`config.mk`:
```
export PLATFORM = sky130hd
export DESIGN_NAME = wheel_slip_abs_detector
export DESIGN_NICKNAME = d
export VERILOG_FILES = /design/src/rtl/wsad_pkg.sv /design/src/rtl/wsad_ctrl.sv /design/src/rtl/wsad_datapath.sv /design/src/rtl/wheel_slip_abs_detector.sv
export SDC_FILE = /design/constraint.sdc
export NUM_CORES = 1
export LEC_CHECK = 0
export BUFFER_PORTS_ARGS = -buffer_cell sky130_fd_sc_hd__buf_2
export CAP_MARGIN = 20
export CORE_MARGIN = 5
export CORE_UTILIZATION = 50
export DETAILED_ROUTE_END_ITERATION = 16
export MAX_ROUTING_LAYER = met4
export PLACE_DENSITY = 0.68
export SYNTH_ARGS = -nofsm -noshare
export SYNTH_HDL_FRONTEND = slang
export SYNTH_SLANG_ARGS = --single-unit
```
`constraint.sdc`:
```
create_clock -name clk -period 11.2 [get_ports clk]
set_input_delay 0.56 -clock clk [delete_from_list [all_inputs] [get_ports clk]]
set_output_delay 0.56 -clock clk [all_outputs]
set_load 0.02 [all_outputs]
```
`src/rtl/wsad_pkg.sv`:
```
// ----------------------------------------------------------------------------
// wsad_pkg
// Types and constants of the wheel slip / ABS detector.
// ----------------------------------------------------------------------------
package wsad_pkg;

	localparam int NUM_WHEELS  = 4;
	localparam int WHEEL_IDX_W = (NUM_WHEELS > 1) ? $clog2(NUM_WHEELS) : 1;
	// counter runs over the issue steps plus the pipe drain
	localparam int CNT_W       = $clog2(NUM_WHEELS + 2);

	localparam int SPEED_W  = 13;
	localparam int BRAKE_W  = 10;
	localparam int OMEGA_W  = 18;
	localparam int RADIUS_W = 16;
	localparam int TIME_W   = 32;
	localparam int HOLD_W   = 16;
	localparam int CFG_IDX_W  = 2;
	localparam int CFG_DATA_W = 16;

	// |omega| * r fits 33 bits; times 9 fits 37 bits
	localparam int PROD_W = OMEGA_W + RADIUS_W - 1;
	localparam int X9_W   = PROD_W + 4;
	localparam int Q_W    = X9_W - 18;
	// quotient by 10 taken for values below 10 * 2^13 only
	localparam int QL_W   = 17;
	localparam int RECIP_W = 20;
	localparam int RPROD_W = 36;
	localparam int RECIP_SH = 23;

	localparam logic [Q_W-1:0]     SAT_LIMIT = Q_W'(10 * (1 << SPEED_W));
	// ceil(2^23 / 10), exact for dividends below 2^22
	localparam logic [RECIP_W-1:0] RECIP_10  = RECIP_W'(838861);

	localparam logic [CNT_W-1:0] CNT_ISSUE_END = CNT_W'(NUM_WHEELS);
	localparam logic [CNT_W-1:0] CNT_LAST      = CNT_W'(NUM_WHEELS + 1);

	localparam logic [SPEED_W-1:0] MIN_SPEED_RST    = SPEED_W'(160);
	localparam logic [BRAKE_W-1:0] MIN_BRAKE_RST    = BRAKE_W'(100);
	localparam logic [SPEED_W-1:0] TRIGGER_SLIP_RST = SPEED_W'(80);
	localparam logic [HOLD_W-1:0]  HOLD_TIME_RST    = HOLD_W'(100);

	typedef enum logic [CFG_IDX_W-1:0] {
		CFG_MIN_SPEED    = 2'd0,
		CFG_MIN_BRAKE    = 2'd1,
		CFG_TRIGGER_SLIP = 2'd2,
		CFG_HOLD_TIME    = 2'd3
	} cfg_idx_t;

	typedef enum logic [1:0] {
		ST_IDLE,
		ST_RUN,
		ST_FINISH
	} state_t;

	typedef struct packed {
		logic                   capture;
		logic                   issue;
		logic [WHEEL_IDX_W-1:0] issue_idx;
		logic                   commit;
	} ctrl_cmd_t;

	typedef struct packed {
		logic out_blocked;
	} dp_status_t;

endpackage

```
`src/rtl/wsad_ctrl.sv`:
```
// ----------------------------------------------------------------------------
// wsad_ctrl
// Sequencer: captures a word, steps the wheels through the datapath,
// waits for the pipe to drain and commits the result.
// ----------------------------------------------------------------------------
module wsad_ctrl (
	input  logic                   clk,
	input  logic                   arst_n,
	input  logic                   in_valid,
	output logic                   in_ready,
	input  wsad_pkg::dp_status_t   status,
	output wsad_pkg::ctrl_cmd_t    cmd
);

	wsad_pkg::state_t               state_q, state_nxt;
	logic [wsad_pkg::CNT_W-1:0]     cnt_q;

	always_ff @(posedge clk or negedge arst_n) begin
		if (!arst_n) begin
			state_q <= wsad_pkg::ST_IDLE;
			cnt_q   <= '0;
		end else begin
			state_q <= state_nxt;
			if (state_q == wsad_pkg::ST_RUN) begin
				cnt_q <= cnt_q + 1'b1;
			end else begin
				cnt_q <= '0;
			end
		end
	end

	always_comb begin
		state_nxt = state_q;
		unique case (state_q)
			wsad_pkg::ST_IDLE: begin
				if (in_valid) state_nxt = wsad_pkg::ST_RUN;
			end
			wsad_pkg::ST_RUN: begin
				if (cnt_q == wsad_pkg::CNT_LAST) state_nxt = wsad_pkg::ST_FINISH;
			end
			wsad_pkg::ST_FINISH: begin
				if (!status.out_blocked) state_nxt = wsad_pkg::ST_IDLE;
			end
			default: state_nxt = wsad_pkg::ST_IDLE;
		endcase
	end

	always_comb begin
		in_ready      = 1'b0;
		cmd.capture   = 1'b0;
		cmd.issue     = 1'b0;
		cmd.issue_idx = cnt_q[wsad_pkg::WHEEL_IDX_W-1:0];
		cmd.commit    = 1'b0;
		unique case (state_q)
			wsad_pkg::ST_IDLE: begin
				in_ready    = 1'b1;
				cmd.capture = in_valid;
			end
			wsad_pkg::ST_RUN: begin
				cmd.issue = (cnt_q < wsad_pkg::CNT_ISSUE_END);
			end
			wsad_pkg::ST_FINISH: begin
				cmd.commit = !status.out_blocked;
			end
			default: begin
				in_ready = 1'b0;
			end
		endcase
	end

endmodule

```
`src/rtl/wsad_datapath.sv`:
```
// ----------------------------------------------------------------------------
// wsad_datapath
// Input and config registers, ground speed pipe (two multipliers),
// running slip maximum, trigger tracking and output register.
// ----------------------------------------------------------------------------
module wsad_datapath (
	input  logic                                  clk,
	input  logic                                  arst_n,
	input  wsad_pkg::ctrl_cmd_t                   cmd,
	output wsad_pkg::dp_status_t                  status,
	// config
	input  logic                                  cfg_we,
	input  logic [wsad_pkg::CFG_IDX_W-1:0]        cfg_index,
	input  logic [wsad_pkg::CFG_DATA_W-1:0]       cfg_data,
	// sample
	input  logic [wsad_pkg::SPEED_W-1:0]          vehicle_speed,
	input  logic [wsad_pkg::BRAKE_W-1:0]          brake_level,
	input  logic signed [wsad_pkg::OMEGA_W-1:0]   wheel_speed  [wsad_pkg::NUM_WHEELS],
	input  logic [wsad_pkg::RADIUS_W-1:0]         tyre_radius  [wsad_pkg::NUM_WHEELS],
	input  logic [wsad_pkg::TIME_W-1:0]           time_ms,
	// result
	output logic                                  out_valid,
	input  logic                                  out_ready,
	output logic                                  abs_active,
	output logic [wsad_pkg::SPEED_W-1:0]          max_slip
);

	// config registers
	logic [wsad_pkg::SPEED_W-1:0] min_speed_q;
	logic [wsad_pkg::BRAKE_W-1:0] min_brake_q;
	logic [wsad_pkg::SPEED_W-1:0] trigger_slip_q;
	logic [wsad_pkg::HOLD_W-1:0]  hold_time_q;

	always_ff @(posedge clk or negedge arst_n) begin
		if (!arst_n) begin
			min_speed_q    <= wsad_pkg::MIN_SPEED_RST;
			min_brake_q    <= wsad_pkg::MIN_BRAKE_RST;
			trigger_slip_q <= wsad_pkg::TRIGGER_SLIP_RST;
			hold_time_q    <= wsad_pkg::HOLD_TIME_RST;
		end else if (cfg_we) begin
			unique case (wsad_pkg::cfg_idx_t'(cfg_index))
				wsad_pkg::CFG_MIN_SPEED:    min_speed_q    <= cfg_data[wsad_pkg::SPEED_W-1:0];
				wsad_pkg::CFG_MIN_BRAKE:    min_brake_q    <= cfg_data[wsad_pkg::BRAKE_W-1:0];
				wsad_pkg::CFG_TRIGGER_SLIP: trigger_slip_q <= cfg_data[wsad_pkg::SPEED_W-1:0];
				wsad_pkg::CFG_HOLD_TIME:    hold_time_q    <= cfg_data[wsad_pkg::HOLD_W-1:0];
				default: ;
			endcase
		end
	end

	// captured sample
	logic [wsad_pkg::SPEED_W-1:0]        speed_q;
	logic [wsad_pkg::BRAKE_W-1:0]        brake_q;
	logic [wsad_pkg::TIME_W-1:0]         time_q;
	logic signed [wsad_pkg::OMEGA_W-1:0] omega_q  [wsad_pkg::NUM_WHEELS];
	logic [wsad_pkg::RADIUS_W-1:0]       radius_q [wsad_pkg::NUM_WHEELS];

	always_ff @(posedge clk) begin
		if (cmd.capture) begin
			speed_q  <= vehicle_speed;
			brake_q  <= brake_level;
			time_q   <= time_ms;
			omega_q  <= wheel_speed;
			radius_q <= tyre_radius;
		end
	end

	// stage 1: |omega| * r
	logic signed [wsad_pkg::OMEGA_W-1:0]    omega_sel;
	logic [wsad_pkg::RADIUS_W-1:0]          radius_sel;
	logic [wsad_pkg::OMEGA_W-1:0]           omega_mag;
	logic [wsad_pkg::PROD_W:0]              mul1;
	logic [wsad_pkg::PROD_W-1:0]            prod_s1;
	logic                                   v_s1;

	assign omega_sel  = omega_q[cmd.issue_idx];
	assign radius_sel = radius_q[cmd.issue_idx];
	// two's complement magnitude; the most negative code maps to 2^17
	assign omega_mag  = omega_sel[wsad_pkg::OMEGA_W-1] ? (~omega_sel + 1'b1) : omega_sel;
	assign mul1 = {{wsad_pkg::RADIUS_W{1'b0}}, omega_mag} *
	              {{wsad_pkg::OMEGA_W{1'b0}}, radius_sel};

	// stage 2: q = floor(9p / 2^18), then q / 10 by reciprocal
	logic [wsad_pkg::X9_W-1:0]      x9;
	logic [wsad_pkg::Q_W-1:0]       q;
	logic                           sat;
	logic [wsad_pkg::QL_W-1:0]      q_lo;
	logic [wsad_pkg::QL_W+wsad_pkg::RECIP_W-1:0] mul2;
	logic [wsad_pkg::RPROD_W-1:0]   prod_s2;
	logic                           sat_s2;
	logic                           v_s2;

	assign x9   = {1'b0, prod_s1, 3'b000} + {4'b0000, prod_s1};
	assign q    = x9[wsad_pkg::X9_W-1:18];
	assign sat  = (q >= wsad_pkg::SAT_LIMIT);   // ground >= 8192, above any speed
	assign q_lo = q[wsad_pkg::QL_W-1:0];
	assign mul2 = {{wsad_pkg::RECIP_W{1'b0}}, q_lo} *
	              {{wsad_pkg::QL_W{1'b0}}, wsad_pkg::RECIP_10};

	// stage 3: slip and running max
	logic [wsad_pkg::SPEED_W-1:0] ground;
	logic [wsad_pkg::SPEED_W-1:0] slip;
	logic [wsad_pkg::SPEED_W-1:0] max_q;

	assign ground = prod_s2[wsad_pkg::RECIP_SH+wsad_pkg::SPEED_W-1:wsad_pkg::RECIP_SH];
	assign slip   = speed_q - ground;

	always_ff @(posedge clk or negedge arst_n) begin
		if (!arst_n) begin
			v_s1 <= 1'b0;
			v_s2 <= 1'b0;
		end else begin
			v_s1 <= cmd.issue;
			v_s2 <= v_s1;
		end
	end

	always_ff @(posedge clk) begin
		prod_s1 <= mul1[wsad_pkg::PROD_W-1:0];
		prod_s2 <= mul2[wsad_pkg::RPROD_W-1:0];
		sat_s2  <= sat;
		if (cmd.capture) begin
			max_q <= '0;
		end else if (v_s2 && !sat_s2 && (ground < speed_q) && (slip > max_q)) begin
			max_q <= slip;
		end
	end

	// finish: gate, trigger, hold window
	logic                         gated;
	logic [wsad_pkg::SPEED_W-1:0] slip_fin;
	logic                         triggered;
	logic [wsad_pkg::TIME_W-1:0]  last_trigger_q;
	logic [wsad_pkg::TIME_W-1:0]  elapsed;
	logic                         window_open;

	assign gated       = (speed_q < min_speed_q) || (brake_q < min_brake_q);
	assign slip_fin    = gated ? '0 : max_q;
	assign triggered   = !gated && (slip_fin > trigger_slip_q);
	assign elapsed     = time_q - last_trigger_q;
	assign window_open = elapsed < {{(wsad_pkg::TIME_W-wsad_pkg::HOLD_W){1'b0}}, hold_time_q};

	always_ff @(posedge clk or negedge arst_n) begin
		if (!arst_n) begin
			last_trigger_q <= '0;
			out_valid      <= 1'b0;
		end else begin
			if (cmd.commit && triggered) last_trigger_q <= time_q;
			if (cmd.commit) begin
				out_valid <= 1'b1;
			end else if (out_ready) begin
				out_valid <= 1'b0;
			end
		end
	end

	always_ff @(posedge clk) begin
		if (cmd.commit) begin
			abs_active <= triggered || window_open;
			max_slip   <= slip_fin;
		end
	end

	assign status.out_blocked = out_valid && !out_ready;

endmodule

```
`src/rtl/wheel_slip_abs_detector.sv`:
```
// ----------------------------------------------------------------------------
// wheel_slip_abs_detector
// Wheel slip detection with an ABS hold window, one result per sample.
// ----------------------------------------------------------------------------
// From acceptance to the next in_ready a sample passes an accept step,
// one issue per wheel into the shared two-multiplier ground speed pipe,
// a drain of that pipe, and a commit into the output register. Samples
// are worked one at a time; the next sample is taken while the previous
// result still waits in the output register, and the commit waits only
// when that register is still full. Ground speed is
// floor(|omega| * r * 9 / (10 * 2^18)) in 1/16 km/h, with the divide by 10
// done as a multiply by a reciprocal. Samples below either gate report 0
// slip and only the state of the hold window. Config writes are always
// accepted and should be made only while the block is idle.
// ----------------------------------------------------------------------------
module wheel_slip_abs_detector (
	input  logic                                clk,
	input  logic                                arst_n,
	// config write channel
	input  logic                                cfg_valid,
	output logic                                cfg_ready,
	input  logic [wsad_pkg::CFG_IDX_W-1:0]      cfg_index,
	input  logic [wsad_pkg::CFG_DATA_W-1:0]     cfg_data,
	// sample channel
	input  logic                                in_valid,
	output logic                                in_ready,
	input  logic [wsad_pkg::SPEED_W-1:0]        vehicle_speed,
	input  logic [wsad_pkg::BRAKE_W-1:0]        brake_level,
	input  logic signed [wsad_pkg::OMEGA_W-1:0] wheel_speed_0,
	input  logic signed [wsad_pkg::OMEGA_W-1:0] wheel_speed_1,
	input  logic signed [wsad_pkg::OMEGA_W-1:0] wheel_speed_2,
	input  logic signed [wsad_pkg::OMEGA_W-1:0] wheel_speed_3,
	input  logic [wsad_pkg::RADIUS_W-1:0]       tyre_radius_0,
	input  logic [wsad_pkg::RADIUS_W-1:0]       tyre_radius_1,
	input  logic [wsad_pkg::RADIUS_W-1:0]       tyre_radius_2,
	input  logic [wsad_pkg::RADIUS_W-1:0]       tyre_radius_3,
	input  logic [wsad_pkg::TIME_W-1:0]         time_ms,
	// result channel
	output logic                                out_valid,
	input  logic                                out_ready,
	output logic                                abs_active,
	output logic [wsad_pkg::SPEED_W-1:0]        max_slip
);

	wsad_pkg::ctrl_cmd_t  cmd;
	wsad_pkg::dp_status_t status;

	logic signed [wsad_pkg::OMEGA_W-1:0] omega_arr  [wsad_pkg::NUM_WHEELS];
	logic [wsad_pkg::RADIUS_W-1:0]       radius_arr [wsad_pkg::NUM_WHEELS];

	// wheel order: front left, front right, rear left, rear right
	assign omega_arr[0]  = wheel_speed_0;
	assign omega_arr[1]  = wheel_speed_1;
	assign omega_arr[2]  = wheel_speed_2;
	assign omega_arr[3]  = wheel_speed_3;
	assign radius_arr[0] = tyre_radius_0;
	assign radius_arr[1] = tyre_radius_1;
	assign radius_arr[2] = tyre_radius_2;
	assign radius_arr[3] = tyre_radius_3;

	// register file never stalls a write
	assign cfg_ready = 1'b1;

	wsad_ctrl u_ctrl (
		.clk      (clk),
		.arst_n   (arst_n),
		.in_valid (in_valid),
		.in_ready (in_ready),
		.status   (status),
		.cmd      (cmd)
	);

	wsad_datapath u_dp (
		.clk           (clk),
		.arst_n        (arst_n),
		.cmd           (cmd),
		.status        (status),
		.cfg_we        (cfg_valid && cfg_ready),
		.cfg_index     (cfg_index),
		.cfg_data      (cfg_data),
		.vehicle_speed (vehicle_speed),
		.brake_level   (brake_level),
		.wheel_speed   (omega_arr),
		.tyre_radius   (radius_arr),
		.time_ms       (time_ms),
		.out_valid     (out_valid),
		.out_ready     (out_ready),
		.abs_active    (abs_active),
		.max_slip      (max_slip)
	);

endmodule

```
==> impl_results.md <==
- Synth top area share: between 10% and 20%
- Most used standard cell by instance count after synthesis: sky130_fd_sc_hd__inv_1
- Number of placement rows: 91
- Largest cells by area after synthesis: sky130_fd_sc_hd__edfxtp_1 20%, sky130_fd_sc_hd__fa_1 20%, sky130_fd_sc_hd__ha_1 15%, sky130_fd_sc_hd__dfrtp_1 6.6%, sky130_fd_sc_hd__inv_1 6.4%
- Nature of the critical path startpoint: flip-flop
- Die Y: 260 um
- Setup clock skew after layout: between 20 and 25 ps
- Antenna violations before repair: 1
- Maximum number of pins on one net before global-route repair: 77
- Mean Syn Cell Area: 10.6 um2
- Floorplan core area: about 62000 um2
- Met2 wire length: around 38000 um
- Met3 wire len: approximately 3700 um
- Fin. max-slew vios: 0
- Remaining max-slew budget at the tightest pin: about 25%
- Global-route wire length before repair: about 120000 um
- Sequential cell area fraction in the yosys report: a little under a third
- Area growth, synth to finish: 10.9%
- Final sum of negative setup slack: 0 ps
- Total congestion overflow after global routing: 0
- Buffers added on ports: about 230
- Final-stage net count: 4061
- Average detailed-routed wire length per instance: roughly 19 um
- Uppermost layer routed: met4
- Maximum clock frequency: slightly above 100 MHz
- R2R Setup Slk: about 1500 ps
- Number of flops mapped to enable cells by yosys: 205
- Total number of H-tree levels: 2
- Detailed-router iteration count before antenna repair: 6
- Endpoints failing hold: 0
- Boundary Pins: 231
- Count of cells along the worst hold path: 1
- Yosys reg bits: about 360
- Length in cells of the worst reg-to-reg path: 29
- Number of nets with antenna violations after routing: 0
- RSZ-0062 raised after global routing: no
- Total CTS buffers: 38
- Crit-path max FO: 38
- Buffers inserted during post-CTS setup optimization: 0
- GRT Util Overall: between 20% and 30%
- Data required time of the critical path: roughly 12000 ps
- Post-route met1 wirelength: ~31000 um
- Most frequent cell on the critical path: sky130_fd_sc_hd__fa_1
- Endpoint arrival time on the critical path: 10210 ps
- Cell taking the most area after synthesis: sky130_fd_sc_hd__edfxtp_1
- Worst-margin pin slew: between 1000 and 1500 ps
- Synth Net Count: about 3800
- Fraction of final layout cells sized beyond drive strength 1: between 10 and 15%
- Number of buffers on the longest clock path: 3
- Routed via count divided by cell count: approximately 5.4
- Share of the cycle needed by the critical path after routing: roughly 87%
- Overall via count from detail_route: 21800
- Clock Pin Slew Worst Setup and Hold Paths: 60 ps
- Slowest stage cell, crit path: sky130_fd_sc_hd__xor2_1
- Source-to-sink clock delay at the later pin of the worst-skew pair: 550 ps
- Outcome: finished clean
- TritonCTS clock tree: built
- Overall die width: between 200 and 300 um
- Initial core utilization: between 50% and 60%
- Most numerous cell types in the synthesized netlist: 530 x sky130_fd_sc_hd__inv_1, 362 x sky130_fd_sc_hd__ha_1, 305 x sky130_fd_sc_hd__fa_1
- Maximum Capacitance Violations: 0
- Dpl hpwl: about 62000 um
- Max stage delay on crit path: roughly 920 ps
- DRT iter0 DRCs: roughly 1100
- WL final: about 76000 um
- Synth async-reset ratio: approximately a quarter
- Post-synth top flop: sky130_fd_sc_hd__edfxtp_1
- Via count of the first global-routing pass: roughly 23000
- Worst Path Class, Setup: flip-flop to flip-flop
- Total Die Area: about 67000 um2
- Final Critical Period: approximately 9700 ps
- CP Capture Type: flip-flop
- Number of remaining DRC errors: 0
- Number of setup violations in the final report: 0
- Warnings, synthesis: 0
- Number of distinct standard cells referenced by the synthesized netlist: approximately 80
- Routability cong.: a little over 0.9
- Post-synthesis cell count: 2948
- Clock Sink Count: between 300 and 400
- Cell area after synthesis: 31100 um2
- Hold WC Path Type: input pin to flip-flop
- Root buffer selected by CTS: sky130_fd_sc_hd__clkbuf_16
-- flip-flops by register name, summed over array words and instances (netlist names), 16 cells and up --
name and count:
u_dp.hold_time_q 16, u_dp.prod_s1 33, u_dp.time_q 32, u_dp.radius_q 64, u_dp.last_trigger_q 32, u_dp.omega_q 72
-- final cells by class --
type / count / area (um2)
fill: 5381 / 27200
multi-input combinational: 2003 / 19300
sequential: 357 / 9670
inverter: 531 / 1990
timing repair buffer: 249 / 1310
clock buffer: 47 / 1050
tap: 837 / 1050
clock inverter: 22 / 196
antenna: 2 / 5.00
-- cell usage in the layout, fill, tap and decap left out, types with 13 or more instances in the layout --
cell	n
sky130_fd_sc_hd__a211oi_1	15
sky130_fd_sc_hd__a21o_1	64
sky130_fd_sc_hd__a21oi_1	109
sky130_fd_sc_hd__and2_1	41
sky130_fd_sc_hd__buf_2	228
sky130_fd_sc_hd__buf_4	19
sky130_fd_sc_hd__clkbuf_16	41
sky130_fd_sc_hd__dfrtp_1	80
sky130_fd_sc_hd__dfxtp_1	60
sky130_fd_sc_hd__edfxtp_1	205
sky130_fd_sc_hd__fa_1	305
sky130_fd_sc_hd__ha_1	362
sky130_fd_sc_hd__inv_1	530
sky130_fd_sc_hd__mux2_2	86
sky130_fd_sc_hd__mux2i_1	33
sky130_fd_sc_hd__mux4_2	20
sky130_fd_sc_hd__nand2_1	234
sky130_fd_sc_hd__nand2b_1	31
sky130_fd_sc_hd__nand3_1	35
sky130_fd_sc_hd__nand4_1	22
sky130_fd_sc_hd__nor2_1	200
sky130_fd_sc_hd__nor2b_1	29
sky130_fd_sc_hd__nor3_1	20
sky130_fd_sc_hd__o21a_1	24
sky130_fd_sc_hd__o21ai_0	76
sky130_fd_sc_hd__o21ai_1	13
sky130_fd_sc_hd__o21bai_1	14
sky130_fd_sc_hd__xnor2_1	74
sky130_fd_sc_hd__xor2_1	49
-- layer usage --
layer	global-route usage, %	vias up
met5	-	-
met4	8.79	0
met3	2.90	186
met2	39.4	630
met1	28.9	10800
li1	-	10300
-- what timing repair did --
item                                   in CTS  in global routing
gates resized for setup                     0                  0
hold buffers                                1                  0
endpoints found under the hold margin      24                  0
-- cell families (layout without fill, tap and decap cells) --
kind of cell    after synthesis  after routing  synth area share, %
mux                         139            139                 5.62
flops                       357            357                 31.1
buf+inv                     588            849                 7.20
simple gates                666            666                 9.87
xor+xnor                    128            128                 3.70
other cells                   1              3               0.0120
fa+ha+maj                   667            667                 34.2
compound gates              402            402                 8.40
-- worst paths after layout --
kind,end,from
max,u_dp.prod_s1[31],u_ctrl.cnt_q[1]
min,u_dp.radius_q[25],tyre_radius_2[9]
max reg2reg,u_dp.prod_s1[31],u_ctrl.cnt_q[1]
min reg2reg,u_dp.v_s2,u_dp.v_s1
max in group asynchronous,u_dp.hold_time_q[15],arst_n
min in group asynchronous,u_dp.min_brake_q[7],arst_n
-- metrics by stage --
step                cells  setup WS, ps  util, %  hold WS (ps)  instance area [um2]
floorplan            2948          3050        -           264                31100
global placement     3974          1800     53.9           338                33200
detailed placement   3976          1510     53.9           346                33300
CTS                  4046          1480     55.9           151                34500
global route         4047           980     55.9           163                34500
finish               4048          1460     55.9           181                34500
-- critical path: cells and delay by family (launching register included) --
kind | cells | cell delay [ps]
flops | 1 | 580
xor+xnor | 2 | 1060
simple gates | 5 | 1380
mux | 1 | 400
fa+ha+maj | 8 | 3580
compound gates | 8 | 1890
buf+inv | 5 | 740
Power is not shown: default switching activity piles up to over one toggle a cycle in this logic, so the estimate is an artifact.
